**config.mk**
```make
export PLATFORM = sky130hd
export DESIGN_NAME = adc_channel_average_scaler
export DESIGN_NICKNAME = d
export VERILOG_FILES = /design/src/rtl/core/acas_pkg.sv /design/src/rtl/core/acas_accum.sv /design/src/rtl/core/acas_div.sv /design/src/rtl/core/adc_channel_average_scaler.sv
export VERILOG_INCLUDE_DIRS = /design/src /design/src/rtl/core
export SDC_FILE = /design/constraint.sdc
export NUM_CORES = 2
export LEC_CHECK = 0
export BUFFER_PORTS_ARGS = -buffer_cell sky130_fd_sc_hd__buf_4
export CAP_MARGIN = 40
export CORE_ASPECT_RATIO = 1.5
export CORE_MARGIN = 2
export CORE_UTILIZATION = 30
export DETAILED_ROUTE_END_ITERATION = 7
export SYNTH_ARGS = -nofsm -noshare
export SYNTH_HDL_FRONTEND = slang
export SYNTH_SLANG_ARGS = --single-unit
```
**constraint.sdc**
```tcl
create_clock -name clk -period 10.5 [get_ports clk]
set_clock_uncertainty 0.15 [all_clocks]
set_input_delay 3.15 -clock clk [delete_from_list [all_inputs] [get_ports clk]]
set_output_delay 3.15 -clock clk [all_outputs]
set_load 0.005 [all_outputs]
```
**src/rtl/core/assert_macros.svh**
```systemverilog
// Assertion macros shared by the averager RTL.
// Every macro samples on clk and is switched off while rst_n is low.
`ifndef ASSERT_MACROS_SVH
`define ASSERT_MACROS_SVH

// Plain clocked property.
`define ACAS_ASSERT(label, prop, msg) \
    label: assert property (@(posedge clk) disable iff (!rst_n) (prop)) \
        else $error(msg);

// Same-cycle implication.
`define ACAS_ASSERT_IMPL(label, ante, cons, msg) \
    label: assert property (@(posedge clk) disable iff (!rst_n) (ante) |-> (cons)) \
        else $error(msg);

// Next-cycle implication.
`define ACAS_ASSERT_NEXT(label, ante, cons, msg) \
    label: assert property (@(posedge clk) disable iff (!rst_n) (ante) |=> (cons)) \
        else $error(msg);

`endif

```
**src/rtl/core/acas_pkg.sv**
```systemverilog
// Shared types and constants of the channel average scaler.
// No dependencies; every RTL module imports this package.
`default_nettype none

package acas_pkg;

    localparam int COUNT_WIDTH = 16;
    localparam int SUM_WIDTH   = 40;
    localparam int NUM_CHAN    = 4;
    localparam int CHAN_W      = 2;
    localparam int CODE_W      = 24;
    localparam int ID_W        = 5;
    localparam int VPC_W       = 32;
    localparam int VREF_W      = 31;
    localparam int AXIS_W      = 32;
    localparam int TEMP_W      = 39;
    localparam int PROD_W      = CODE_W + VPC_W;
    localparam int SCALE_SHIFT = 16;
    localparam int VOLTS_W     = PROD_W - SCALE_SHIFT;
    localparam int TSUM_W      = VOLTS_W + 2;
    localparam int TMUL_W      = TSUM_W + 7;
    localparam int DIV_CNT_W   = $clog2(SUM_WIDTH);
    localparam int CFG_IDX_W   = 3;
    localparam int CFG_DATA_W  = 32;

    localparam logic [CHAN_W-1:0] CH_X    = 2'd0;
    localparam logic [CHAN_W-1:0] CH_Y    = 2'd1;
    localparam logic [CHAN_W-1:0] CH_Z    = 2'd2;
    localparam logic [CHAN_W-1:0] CH_TEMP = 2'd3;

    // Largest average magnitudes for a negative and a positive code.
    localparam logic [CODE_W-1:0] MAG_LIMIT_NEG = 24'h800000;
    localparam logic [CODE_W-1:0] MAG_LIMIT_POS = 24'h7fffff;
    // Half a volt in Q.24.
    localparam logic signed [TSUM_W-1:0] HALF_VOLT = 42'sd8388608;

    typedef logic signed [SUM_WIDTH-1:0] sum_t;
    typedef logic [COUNT_WIDTH-1:0]      count_t;
    typedef logic [ID_W-1:0]             chan_id_t;

    typedef struct packed {
        chan_id_t x_id;
        chan_id_t y_id;
        chan_id_t z_id;
        chan_id_t temp_id;
    } chan_ids_t;

    typedef struct packed {
        logic              sample_en;
        chan_id_t          id;
        logic [CODE_W-1:0] code;
        logic              clear_en;
        logic [CHAN_W-1:0] clear_idx;
    } acc_cmd_t;

    typedef enum logic [CFG_IDX_W-1:0] {
        REG_X_ID    = 3'd0,
        REG_Y_ID    = 3'd1,
        REG_Z_ID    = 3'd2,
        REG_TEMP_ID = 3'd3,
        REG_VPC     = 3'd4,
        REG_VREF    = 3'd5
    } cfg_reg_t;

    typedef enum logic [2:0] {
        ST_IDLE,
        ST_CHECK,
        ST_DIV,
        ST_MUL,
        ST_SCALE,
        ST_STORE,
        ST_TMUL,
        ST_FIN
    } state_t;

endpackage

`default_nettype wire

```
**src/rtl/core/acas_accum.sv**
```systemverilog
// Per-channel sum and count registers with sample routing and clearing.
// Depends on acas_pkg.
`default_nettype none

module acas_accum (
    input  wire                  clk,
    input  wire                  rst_n,
    input  acas_pkg::acc_cmd_t   cmd,
    input  acas_pkg::chan_ids_t  ids,
    output acas_pkg::sum_t       sums   [acas_pkg::NUM_CHAN],
    output acas_pkg::count_t     counts [acas_pkg::NUM_CHAN]
);
    import acas_pkg::*;

    sum_t              sum_reg   [NUM_CHAN];
    count_t            count_reg [NUM_CHAN];
    logic              hit;
    logic [CHAN_W-1:0] sel;
    sum_t              code_ext;
    sum_t              sum_add;
    logic              room;

    // The first matching register wins, in the order X, Y, Z, temperature.
    always_comb
    begin
        hit = 1'b1;
        sel = CH_X;
        if (cmd.id == ids.x_id)
            sel = CH_X;
        else if (cmd.id == ids.y_id)
            sel = CH_Y;
        else if (cmd.id == ids.z_id)
            sel = CH_Z;
        else if (cmd.id == ids.temp_id)
            sel = CH_TEMP;
        else
            hit = 1'b0;
    end

    assign code_ext = {{(SUM_WIDTH-CODE_W){cmd.code[CODE_W-1]}}, cmd.code};
    assign sum_add  = sum_reg[sel] + code_ext;
    assign room     = (count_reg[sel] != '1);

    always_ff @(posedge clk or negedge rst_n)
    begin
        if (!rst_n)
        begin
            for (int k = 0; k < NUM_CHAN; k++)
            begin
                sum_reg[k]   <= '0;
                count_reg[k] <= '0;
            end
        end
        else
        begin
            if (cmd.sample_en && hit && room)
            begin
                sum_reg[sel]   <= sum_add;
                count_reg[sel] <= count_reg[sel] + 1'b1;
            end
            if (cmd.clear_en)
            begin
                sum_reg[cmd.clear_idx]   <= '0;
                count_reg[cmd.clear_idx] <= '0;
            end
        end
    end

    always_comb
    begin
        for (int k = 0; k < NUM_CHAN; k++)
        begin
            sums[k]   = sum_reg[k];
            counts[k] = count_reg[k];
        end
    end

endmodule

`default_nettype wire

```
**src/rtl/core/acas_div.sv**
```systemverilog
// Restoring divider, one quotient bit per cycle, for sum magnitude by count.
// Depends on acas_pkg and assert_macros.svh.
`default_nettype none
`include "assert_macros.svh"

module acas_div (
    input  wire                              clk,
    input  wire                              rst_n,
    input  wire                              start,
    input  wire [acas_pkg::SUM_WIDTH-1:0]    dividend,
    input  acas_pkg::count_t                 divisor,
    output logic [acas_pkg::SUM_WIDTH-1:0]   quotient,
    output logic                             done,
    output logic                             busy
);
    import acas_pkg::*;

    logic                   busy_reg;
    logic                   done_reg;
    logic [DIV_CNT_W-1:0]   cnt_reg;
    logic [SUM_WIDTH-1:0]   quo_reg;
    logic [SUM_WIDTH-1:0]   quo_next;
    count_t                 rem_reg;
    count_t                 rem_next;
    count_t                 div_reg;
    logic [COUNT_WIDTH:0]   trial;
    logic [COUNT_WIDTH:0]   diff;
    logic                   fits;

    assign trial    = {rem_reg, quo_reg[SUM_WIDTH-1]};
    assign fits     = (trial >= {1'b0, div_reg});
    assign diff     = trial - {1'b0, div_reg};
    assign rem_next = fits ? diff[COUNT_WIDTH-1:0] : trial[COUNT_WIDTH-1:0];
    assign quo_next = {quo_reg[SUM_WIDTH-2:0], fits};

    always_ff @(posedge clk or negedge rst_n)
    begin
        if (!rst_n)
        begin
            busy_reg <= 1'b0;
            done_reg <= 1'b0;
            cnt_reg  <= '0;
        end
        else
        begin
            done_reg <= 1'b0;
            if (start)
            begin
                busy_reg <= 1'b1;
                cnt_reg  <= '0;
            end
            else if (busy_reg)
            begin
                cnt_reg <= cnt_reg + 1'b1;
                if (cnt_reg == DIV_CNT_W'(SUM_WIDTH - 1))
                begin
                    busy_reg <= 1'b0;
                    done_reg <= 1'b1;
                end
            end
        end
    end

    always_ff @(posedge clk)
    begin
        if (start)
        begin
            quo_reg <= dividend;
            rem_reg <= '0;
            div_reg <= divisor;
        end
        else if (busy_reg)
        begin
            quo_reg <= quo_next;
            rem_reg <= rem_next;
        end
    end

    assign quotient = quo_reg;
    assign done     = done_reg;
    assign busy     = busy_reg;

    `ACAS_ASSERT_IMPL(a_start_when_free, start, !busy_reg, "divider started while busy")
    `ACAS_ASSERT_IMPL(a_done_after_run, done_reg, !busy_reg && $past(busy_reg),
                      "divider done without a finished run")

endmodule

`default_nettype wire

```
**src/rtl/core/adc_channel_average_scaler.sv**
```systemverilog
// Per-channel sample averager with fixed-point volt scaling.
// Input channel: in_valid/in_stall with func, chan_word and low_word. A sample
// transaction (func = 0) adds its 24-bit code to the X, Y, Z or temperature
// accumulator whose id matches; the block is ready again in the next cycle.
// A compute transaction (func = 1) averages each channel that holds samples
// through one shared bit-serial divider, one multiplier and a short scaling
// pipeline, and skips each empty channel. in_stall stays high during that
// work. The result transaction then appears on out_valid/out_stall with
// x_volts, y_volts, z_volts, temp_degrees and data_ok, held in an output
// register until the receiver drops out_stall; sample transactions are taken
// meanwhile. A compute transaction that finishes while the previous result
// is still stalled waits for that result to leave.
// Configuration: cfg_valid/cfg_ready with cfg_index and cfg_data; cfg_ready is
// always high and writes are expected while the block is idle.
// Reset clears all accumulators and last outputs and loads the default ids,
// scale and reference.
// Depends on acas_pkg, acas_accum, acas_div and assert_macros.svh.
`default_nettype none
`include "assert_macros.svh"

module adc_channel_average_scaler (
    input  wire                                 clk,
    input  wire                                 rst_n,
    input  wire                                 in_valid,
    output logic                                in_stall,
    input  wire                                 func,
    input  wire  [15:0]                         chan_word,
    input  wire  [15:0]                         low_word,
    output logic                                out_valid,
    input  wire                                 out_stall,
    output logic signed [acas_pkg::AXIS_W-1:0]  x_volts,
    output logic signed [acas_pkg::AXIS_W-1:0]  y_volts,
    output logic signed [acas_pkg::AXIS_W-1:0]  z_volts,
    output logic signed [acas_pkg::TEMP_W-1:0]  temp_degrees,
    output logic                                data_ok,
    input  wire                                 cfg_valid,
    output logic                                cfg_ready,
    input  wire  [acas_pkg::CFG_IDX_W-1:0]      cfg_index,
    input  wire  [acas_pkg::CFG_DATA_W-1:0]     cfg_data
);
    import acas_pkg::*;

    // Configuration.
    chan_ids_t          ids_reg;
    logic [VPC_W-1:0]   vpc_reg;
    logic [VREF_W-1:0]  vref_reg;

    // Sequencer.
    state_t             state_reg;
    state_t             state_next;
    logic [CHAN_W-1:0]  chan_reg;
    logic               in_accept;
    logic               chan_has;
    logic               last_chan;
    logic               out_free;

    // Control decoded from the state.
    logic               div_start;
    logic               latch_mag;
    logic               mul_en;
    logic               scale_en;
    logic               store_en;
    logic               tmul_en;
    logic               load_out;
    logic               chan_clr;
    logic               chan_inc;

    // Datapath.
    acc_cmd_t                   acc_cmd;
    sum_t                       sums   [NUM_CHAN];
    count_t                     counts [NUM_CHAN];
    sum_t                       sum_sel;
    logic [SUM_WIDTH-1:0]       sum_mag;
    logic [SUM_WIDTH-1:0]       div_quo;
    logic                       div_done;
    logic                       div_busy;
    logic                       ok_reg;
    logic                       neg_reg;
    logic [CODE_W-1:0]          mag_reg;
    logic [CODE_W-1:0]          mag_clamped;
    logic [PROD_W-1:0]          prod_reg;
    logic [VOLTS_W-1:0]         q_mag;
    logic signed [VOLTS_W-1:0]  volts_reg;
    logic signed [AXIS_W-1:0]   volts_sat;
    logic signed [TSUM_W-1:0]   tsum;
    logic signed [TSUM_W-1:0]   tsum_reg;
    logic signed [TMUL_W-1:0]   tsum_ext;
    logic signed [TMUL_W-1:0]   tmul;
    logic signed [TEMP_W-1:0]   tmul_sat;
    logic signed [AXIS_W-1:0]   last_x_reg;
    logic signed [AXIS_W-1:0]   last_y_reg;
    logic signed [AXIS_W-1:0]   last_z_reg;
    logic signed [TEMP_W-1:0]   last_temp_reg;
    logic                       out_valid_reg;
    logic signed [AXIS_W-1:0]   out_x_reg;
    logic signed [AXIS_W-1:0]   out_y_reg;
    logic signed [AXIS_W-1:0]   out_z_reg;
    logic signed [TEMP_W-1:0]   out_temp_reg;
    logic                       out_ok_reg;

    assign cfg_ready = 1'b1;

    always_ff @(posedge clk or negedge rst_n)
    begin
        if (!rst_n)
        begin
            ids_reg.x_id    <= ID_W'(8);
            ids_reg.y_id    <= ID_W'(10);
            ids_reg.z_id    <= ID_W'(12);
            ids_reg.temp_id <= ID_W'(14);
            vpc_reg         <= VPC_W'(349525);
            vref_reg        <= VREF_W'(41943040);
        end
        else if (cfg_valid && cfg_ready)
        begin
            case (cfg_reg_t'(cfg_index))
                REG_X_ID:    ids_reg.x_id    <= cfg_data[ID_W-1:0];
                REG_Y_ID:    ids_reg.y_id    <= cfg_data[ID_W-1:0];
                REG_Z_ID:    ids_reg.z_id    <= cfg_data[ID_W-1:0];
                REG_TEMP_ID: ids_reg.temp_id <= cfg_data[ID_W-1:0];
                REG_VPC:     vpc_reg         <= cfg_data[VPC_W-1:0];
                REG_VREF:    vref_reg        <= cfg_data[VREF_W-1:0];
                default:     ;
            endcase
        end
    end

    assign in_accept = in_valid && !in_stall;
    assign chan_has  = (counts[chan_reg] != '0);
    assign last_chan = (chan_reg == CH_TEMP);
    assign out_free  = !out_valid_reg || !out_stall;

    // Next state.
    always_comb
    begin
        state_next = state_reg;
        case (state_reg)
            ST_IDLE:
            begin
                if (in_valid && func)
                    state_next = ST_CHECK;
            end
            ST_CHECK:
            begin
                if (chan_has)
                    state_next = ST_DIV;
                else if (last_chan)
                    state_next = ST_FIN;
            end
            ST_DIV:
            begin
                if (div_done)
                    state_next = ST_MUL;
            end
            ST_MUL:   state_next = ST_SCALE;
            ST_SCALE: state_next = ST_STORE;
            ST_STORE: state_next = last_chan ? ST_TMUL : ST_CHECK;
            ST_TMUL:  state_next = ST_FIN;
            ST_FIN:
            begin
                if (out_free)
                    state_next = ST_IDLE;
            end
            default:  state_next = ST_IDLE;
        endcase
    end

    // Control outputs.
    always_comb
    begin
        in_stall  = 1'b1;
        div_start = 1'b0;
        latch_mag = 1'b0;
        mul_en    = 1'b0;
        scale_en  = 1'b0;
        store_en  = 1'b0;
        tmul_en   = 1'b0;
        load_out  = 1'b0;
        chan_clr  = 1'b0;
        chan_inc  = 1'b0;
        case (state_reg)
            ST_IDLE:
            begin
                in_stall = 1'b0;
                chan_clr = 1'b1;
            end
            ST_CHECK:
            begin
                div_start = chan_has;
                chan_inc  = !chan_has && !last_chan;
            end
            ST_DIV:   latch_mag = div_done;
            ST_MUL:   mul_en    = 1'b1;
            ST_SCALE: scale_en  = 1'b1;
            ST_STORE:
            begin
                store_en = 1'b1;
                chan_inc = !last_chan;
            end
            ST_TMUL:  tmul_en  = 1'b1;
            ST_FIN:   load_out = out_free;
            default:  ;
        endcase
    end

    always_ff @(posedge clk or negedge rst_n)
    begin
        if (!rst_n)
        begin
            state_reg <= ST_IDLE;
            chan_reg  <= CH_X;
            ok_reg    <= 1'b0;
        end
        else
        begin
            state_reg <= state_next;
            if (chan_clr)
                chan_reg <= CH_X;
            else if (chan_inc)
                chan_reg <= chan_reg + 1'b1;
            if (in_accept && func)
                ok_reg <= (counts[0] != '0) && (counts[1] != '0)
                          && (counts[2] != '0) && (counts[3] != '0);
        end
    end

    always_comb
    begin
        acc_cmd.sample_en = in_accept && !func;
        acc_cmd.id        = chan_word[12:8];
        acc_cmd.code      = {chan_word[7:0], low_word};
        acc_cmd.clear_en  = mul_en;
        acc_cmd.clear_idx = chan_reg;
    end

    acas_accum u_accum (
        .clk    (clk),
        .rst_n  (rst_n),
        .cmd    (acc_cmd),
        .ids    (ids_reg),
        .sums   (sums),
        .counts (counts)
    );

    assign sum_sel = sums[chan_reg];
    assign sum_mag = sum_sel[SUM_WIDTH-1] ? SUM_WIDTH'(-sum_sel) : SUM_WIDTH'(sum_sel);

    acas_div u_div (
        .clk      (clk),
        .rst_n    (rst_n),
        .start    (div_start),
        .dividend (sum_mag),
        .divisor  (counts[chan_reg]),
        .quotient (div_quo),
        .done     (div_done),
        .busy     (div_busy)
    );

    // An average that left the code range is clamped.
    always_comb
    begin
        if (sum_sel[SUM_WIDTH-1])
            mag_clamped = (div_quo > SUM_WIDTH'(MAG_LIMIT_NEG)) ? MAG_LIMIT_NEG
                                                                : div_quo[CODE_W-1:0];
        else
            mag_clamped = (div_quo > SUM_WIDTH'(MAG_LIMIT_POS)) ? MAG_LIMIT_POS
                                                                : div_quo[CODE_W-1:0];
    end

    assign q_mag = prod_reg[PROD_W-1:SCALE_SHIFT];

    always_comb
    begin
        if (volts_reg > VOLTS_W'(signed'({1'b0, {(AXIS_W-1){1'b1}}})))
            volts_sat = {1'b0, {(AXIS_W-1){1'b1}}};
        else if (volts_reg < -VOLTS_W'(signed'({1'b0, 1'b1, {(AXIS_W-1){1'b0}}})))
            volts_sat = {1'b1, {(AXIS_W-1){1'b0}}};
        else
            volts_sat = volts_reg[AXIS_W-1:0];
    end

    assign tsum = TSUM_W'(volts_reg) + signed'(TSUM_W'(vref_reg)) - HALF_VOLT;

    // Times 100 as 64 + 32 + 4.
    assign tsum_ext = TMUL_W'(tsum_reg);
    assign tmul     = (tsum_ext <<< 6) + (tsum_ext <<< 5) + (tsum_ext <<< 2);

    always_comb
    begin
        if (tmul > TMUL_W'(signed'({1'b0, {(TEMP_W-1){1'b1}}})))
            tmul_sat = {1'b0, {(TEMP_W-1){1'b1}}};
        else if (tmul < -TMUL_W'(signed'({1'b0, 1'b1, {(TEMP_W-1){1'b0}}})))
            tmul_sat = {1'b1, {(TEMP_W-1){1'b0}}};
        else
            tmul_sat = tmul[TEMP_W-1:0];
    end

    always_ff @(posedge clk)
    begin
        if (latch_mag)
        begin
            mag_reg <= mag_clamped;
            neg_reg <= sum_sel[SUM_WIDTH-1];
        end
        if (mul_en)
            prod_reg <= PROD_W'(mag_reg) * PROD_W'(vpc_reg);
        if (scale_en)
            volts_reg <= neg_reg ? -signed'(q_mag) : signed'(q_mag);
        if (store_en && last_chan)
            tsum_reg <= tsum;
    end

    always_ff @(posedge clk or negedge rst_n)
    begin
        if (!rst_n)
        begin
            last_x_reg    <= '0;
            last_y_reg    <= '0;
            last_z_reg    <= '0;
            last_temp_reg <= '0;
        end
        else
        begin
            if (store_en)
            begin
                case (chan_reg)
                    CH_X:    last_x_reg <= volts_sat;
                    CH_Y:    last_y_reg <= volts_sat;
                    CH_Z:    last_z_reg <= volts_sat;
                    default: ;
                endcase
            end
            if (tmul_en)
                last_temp_reg <= tmul_sat;
        end
    end

    always_ff @(posedge clk or negedge rst_n)
    begin
        if (!rst_n)
            out_valid_reg <= 1'b0;
        else if (load_out)
            out_valid_reg <= 1'b1;
        else if (!out_stall)
            out_valid_reg <= 1'b0;
    end

    always_ff @(posedge clk)
    begin
        if (load_out)
        begin
            out_x_reg    <= last_x_reg;
            out_y_reg    <= last_y_reg;
            out_z_reg    <= last_z_reg;
            out_temp_reg <= last_temp_reg;
            out_ok_reg   <= ok_reg;
        end
    end

    assign out_valid    = out_valid_reg;
    assign x_volts      = out_x_reg;
    assign y_volts      = out_y_reg;
    assign z_volts      = out_z_reg;
    assign temp_degrees = out_temp_reg;
    assign data_ok      = out_ok_reg;

    `ACAS_ASSERT_IMPL(a_div_done_in_div, div_done, state_reg == ST_DIV,
                      "divider finished outside the divide state")
    `ACAS_ASSERT_IMPL(a_div_idle_at_check, state_reg == ST_CHECK, !div_busy,
                      "divider still running when a channel is checked")
    `ACAS_ASSERT_IMPL(a_result_from_fin, $rose(out_valid_reg), $past(state_reg) == ST_FIN,
                      "result raised outside the finish state")
    `ACAS_ASSERT_NEXT(a_compute_starts, in_accept && func, state_reg == ST_CHECK,
                      "compute transaction did not start the sequence")

endmodule

`default_nettype wire

```
Word-level counts from Yosys, hierarchy flattened. Index checks and enable logic that the tools add are counted.

Register bits after elaboration: 828. Input bits: 73. Output and inout port bits: 139. Word-level logic and storage cells: 207.

$add $sub $neg: 11. Multipliers: 1. Order comparisons: 11. Equal/unequal tests: 26. Multiplexer cells: 75. Bitwise operators: 6. Reduce and logical (&&, ||, !) cells: 39.

Operator list (number): $mux W40 (10); $mux W160 (2); $and A160 B160 Y160 (1); $bmux W40 S2 (2); $bwmux W160 (1); $demux W40 S2 (2); $not A160 Y160 (1); $mux W64 (2); $mux W16 (7); $neg A40 Y40 (2); $reduce_bool A16 Y1 (5); $mux W39 (2); $mux W24 (3); $and A64 B64 Y64 (1); $bmux W16 S2 (2); $bwmux W64 (1); $demux W16 S2 (2); $mux W32 (2); $not A64 Y64 (1); $mul A24 B32 Y56 (1); $add A48 B47 Y49 (1); $add A49 B44 Y49 (1); $gt A49 B39 Y1 const B (1); $lt A49 B39 Y1 const B (1); 40 further kinds (115).

Longest topological paths before layout.
Depth after elaboration: 14. Gate-level depth with buffers: 27. Gate-level depth less buffers: 26.

Modules after synthesis. A second synthesis with hierarchy kept.

Cells, all modules: 6692. Area, all modules: 67294.5 um2.

By module, submodules not included: adc_channel_average_scaler (times used 1, cells each 4813, area an instance 50148.1 um2, seq. area each 14098.5 um2); acas_accum (times used 1, cells each 1548, area an instance 13095.1 um2, seq. area each 5605.4 um2); acas_div (times used 1, cells each 331, area an instance 4051.4 um2, seq. area each 2202.1 um2).

Worst setup path after synthesis. OpenSTA, ideal clock, no wires.

Kind: input-to-reg. From: input port out_stall. To: register out_ok_reg (netlist: data_ok) (enable). Data arrival time: 8.988 ns. Required time: 9.719 ns. Setup slack: 0.730 ns. Stages on the path: 2. Path buffers: 0. Cells stage by stage: and2_0 -> nor2_1.

Longest elaborated chain between the ends: 3.

Ends and longest elaborated chain: start, declared (RTL line adc_channel_average_scaler.sv:30) `input wire out_stall,`; $logic_not A1 Y1; $logic_or A1 B1 Y1 (RTL line adc_channel_average_scaler.sv:131) `assign out_free = !out_valid_reg || !out_stall;`; $mux W1 (RTL line adc_channel_average_scaler.sv:181) `case (state_reg)`; net load_out (RTL line adc_channel_average_scaler.sv:64) `logic load_out;`; end signal, assigned (RTL line adc_channel_average_scaler.sv:356) `out_ok_reg <= ok_reg;`; end, declared (RTL line adc_channel_average_scaler.sv:99) `logic out_ok_reg;`.

The timed path passes the listed nets, and every way through them passes these cells. A chain may end at the register's enable or synchronous reset.

Worst setup path in the final report.
From: register mag_reg[4]. To: register prod_reg[54] (data pin).

Longest elaborated chain between the ends: 1.

Ends and longest elaborated chain: start, declared (RTL line adc_channel_average_scaler.sv:79) `logic [CODE_W-1:0] mag_reg;`; start signal, assigned (RTL line adc_channel_average_scaler.sv:302) `mag_reg <= mag_clamped;`; $mul A24 B32 Y56 (RTL line adc_channel_average_scaler.sv:306) `prod_reg <= PROD_W'(mag_reg) * PROD_W'(vpc_reg);`; end signal, assigned (RTL line adc_channel_average_scaler.sv:306); end, declared (RTL line adc_channel_average_scaler.sv:81) `logic [PROD_W-1:0] prod_reg;`.

Every way passes these cells.

==> impl_results.md <==
- DR top layer: met5
- Number of routed nets with antenna violations: 0
- Hold buffer count at CTS: 0
- Crit path max fanout: 14
- Clock buffer depth: 3
- DRC errors left: 0
- Worst R2R Path Depth: 27
- Share of cells above drive strength 1: 10.3%
- Wl on met1: 74900 µm
- Status: complete, no violations
- Worst-path clk slew: 0.06 ns
- Vias per cell: 5.08
- Mapped Cells: 6888
- HPWL Detailed: 147000 µm
- Root buffer cell: clkbuf_16
- IO Pins: 212
- Crit path required time: 10.80 ns
- Setup TNS Final: 0 ns
- DR WL met2: 97100 µm
- Post-cts repair resize count: 0
- Final setup fails: 0
- WHS Path Cells: 0
- Crit path DAT: 9.25 ns
- Max_slew headroom: 12.5%
- Fin crit period: 8.95 ns
- Post-synthesis sequential area ratio: 32.6%
- Worst skew pair latency: 0.73 ns
- CTS tree: built
- Crit share post-route: 85.2%
- Core Box Area: 0.222 mm²
- Drt wl/cell: 19.5 µm
- Fmax: 0.112 GHz
- Total routed wirelength: 194000 µm
- All-Layer GR Usage: 16.9%
- Metal3 WL: 12200 µm
- Commonest non-fill, non-tap cell in the layout: nand2_1
- RSZ-0062 raised after global routing: false
- Chip width: 390 µm
- DR pass1 iterations: 6
- Element type at the critical path start: flip-flop
- DR iter-0 viols: 3612
- Row count: 212
- Synth-to-Final Area Change: 12.8%
- Post-synth cell types: 92
- Fin. Hold Viols: 0
- Postcts setup bufs: 0
- Slew at the pin with the worst max-slew slack: 1.31 ns
- Die height: 583 µm
- Max Cap Viol: 0
- Ys flop type: dfrtp_1
- Syn_area_per_cell: 9.75 µm²
- Element type at the critical path end: flip-flop
- Share of flip-flops with an asynchronous set or reset: 56.3%
- Total grt overflow: 0
- Most frequent cells in the layout: nand2_1 (1069), inv_1 (872), fa_1 (701), dfrtp_1 (434), a21oi_1 (404)
- First-pass GRT wire length: 302000 µm
- Hold WC Path Type: reg2reg
- Syn. warnings: 0
- Number of flip-flops in the largest register: 160
- Number of H-tree levels: 3
- Final #Nets: 8120
- Clock sinks: 810
- Number of antenna violations at the first check in global routing: 14
- Vias in the first global route: 52878
- Die Area: 0.228 mm²
- Port bufs: 207
- Flops & latches, synth: 810
- Mapped Area: 0.0671 mm²
- Slew Limit Fails: 0
- Critical path class: reg2reg
- CTS Buf Count: 90
- Largest net degree at the start of global routing: 173
- Post-synth EDFFs: 338
- Via count: 50557
- Initial Utilization: 30.2%
- Syn nets: 8029
- GP Congestion: 0.921
==> stage by stage <==
step                area, µm²  worst slack, ns  utilization [%]  hold WS [ns]  instances
finish                  75700             1.55             34.1         0.285       9955
global route            75700             1.15             34.1         0.307       9947
CTS                     75700             1.57             34.1         0.295       9946
detailed placement      72500             1.56             32.6         0.281       9776
global placement        71900             1.66             32.4         0.279       9750
floorplan               67100            0.730                -         0.269       6888
==> cell families (layout without fill, tap and decap cells) <==
group	after synthesis	after routing	share of synthesized area, %
flip-flops	810	810	32.6
other	1	10	0.00559
AO/OA/AOI/OAI	1143	1143	10.3
AND/OR/NAND/NOR	2228	2228	15.4
buffers and inverters	1220	1389	6.99
multiplexers	154	154	3.48
XOR/XNOR	264	264	3.44
adder cells (fa/ha/maj)	1068	1068	27.7
==> cell usage after synthesis (all sizes together), types with 55 or more instances <==
library cell  number  share of area [%]
nand2           1072                6.0
inv              872                4.9
fa               701                 21
dfrtp            436                 16
a21oi            405                3.0
and2             395                3.7
ha               367                6.8
nor2             364                2.1
edfxtp           338                 15
clkbuf           286                1.6
o21ai            264                2.0
xnor2            196                2.6
a21o             107                1.2
nor3              92               0.75
mux2              86                1.4
a31oi             77               0.72
xor2              68               0.89
buf               62               0.51
nand3             59               0.44
a211oi            58               0.65
mux4              55                1.8
==> cell type report <==
class | instances | area, µm²
Multi-Input combinational cell | 4858 | 40700
Fill cell | 22445 | 147000
Clock inverter | 46 | 664
Sequential cell | 810 | 21900
Antenna cell | 9 | 22.5
Clock buffer | 124 | 2600
Inverter | 872 | 3270
Tap cell | 2889 | 3610
Timing Repair Buffer | 347 | 3010
==> routing by layer <==
layer  GRT usage (%)  up-vias
met1            20.3    25432
li1                -    22791
met2            29.7     1817
met3            2.57      501
met4            7.83       16
met5               0        -
==> final timing paths <==
path	slack, ns	from	end
worst min register to register	0.29	last_y_reg[1]	y_volts[1]
worst min-delay path	0.29	last_y_reg[1]	y_volts[1]
worst max register to register	1.55	mag_reg[4]	prod_reg[54]
worst max-delay path	1.55	mag_reg[4]	prod_reg[54]
max in group asynchronous	6.26	rst_n	u_accum.sums[155]
min in group asynchronous	2.27	rst_n	last_temp_reg[7]
==> worst max-delay path, stage by stage, from the launching register on <==
cell and delay (ns):
edfxtp_1 0.92, buf_4 0.35, nand2_1 0.10, fa_1 0.54, inv_1 0.05, fa_1 0.53
inv_1 0.05, fa_1 0.47, inv_1 0.05, fa_1 0.43, fa_1 0.51, fa_1 0.50
inv_1 0.06, fa_1 0.55, inv_1 0.05, ha_1 0.35, a21oi_1 0.14, a21boi_0 0.09
a211oi_1 0.39, a21oi_1 0.22, o2111a_1 0.30, o31ai_1 0.22, buf_4 0.22, o211ai_1 0.20
a21boi_1 0.56, o31ai_1 0.21, a221oi_1 0.34, xnor2_1 0.10
Power is left out: the tool's default activity adds up to more than one toggle a clock period on the data nets, which glitch-free logic cannot reach.
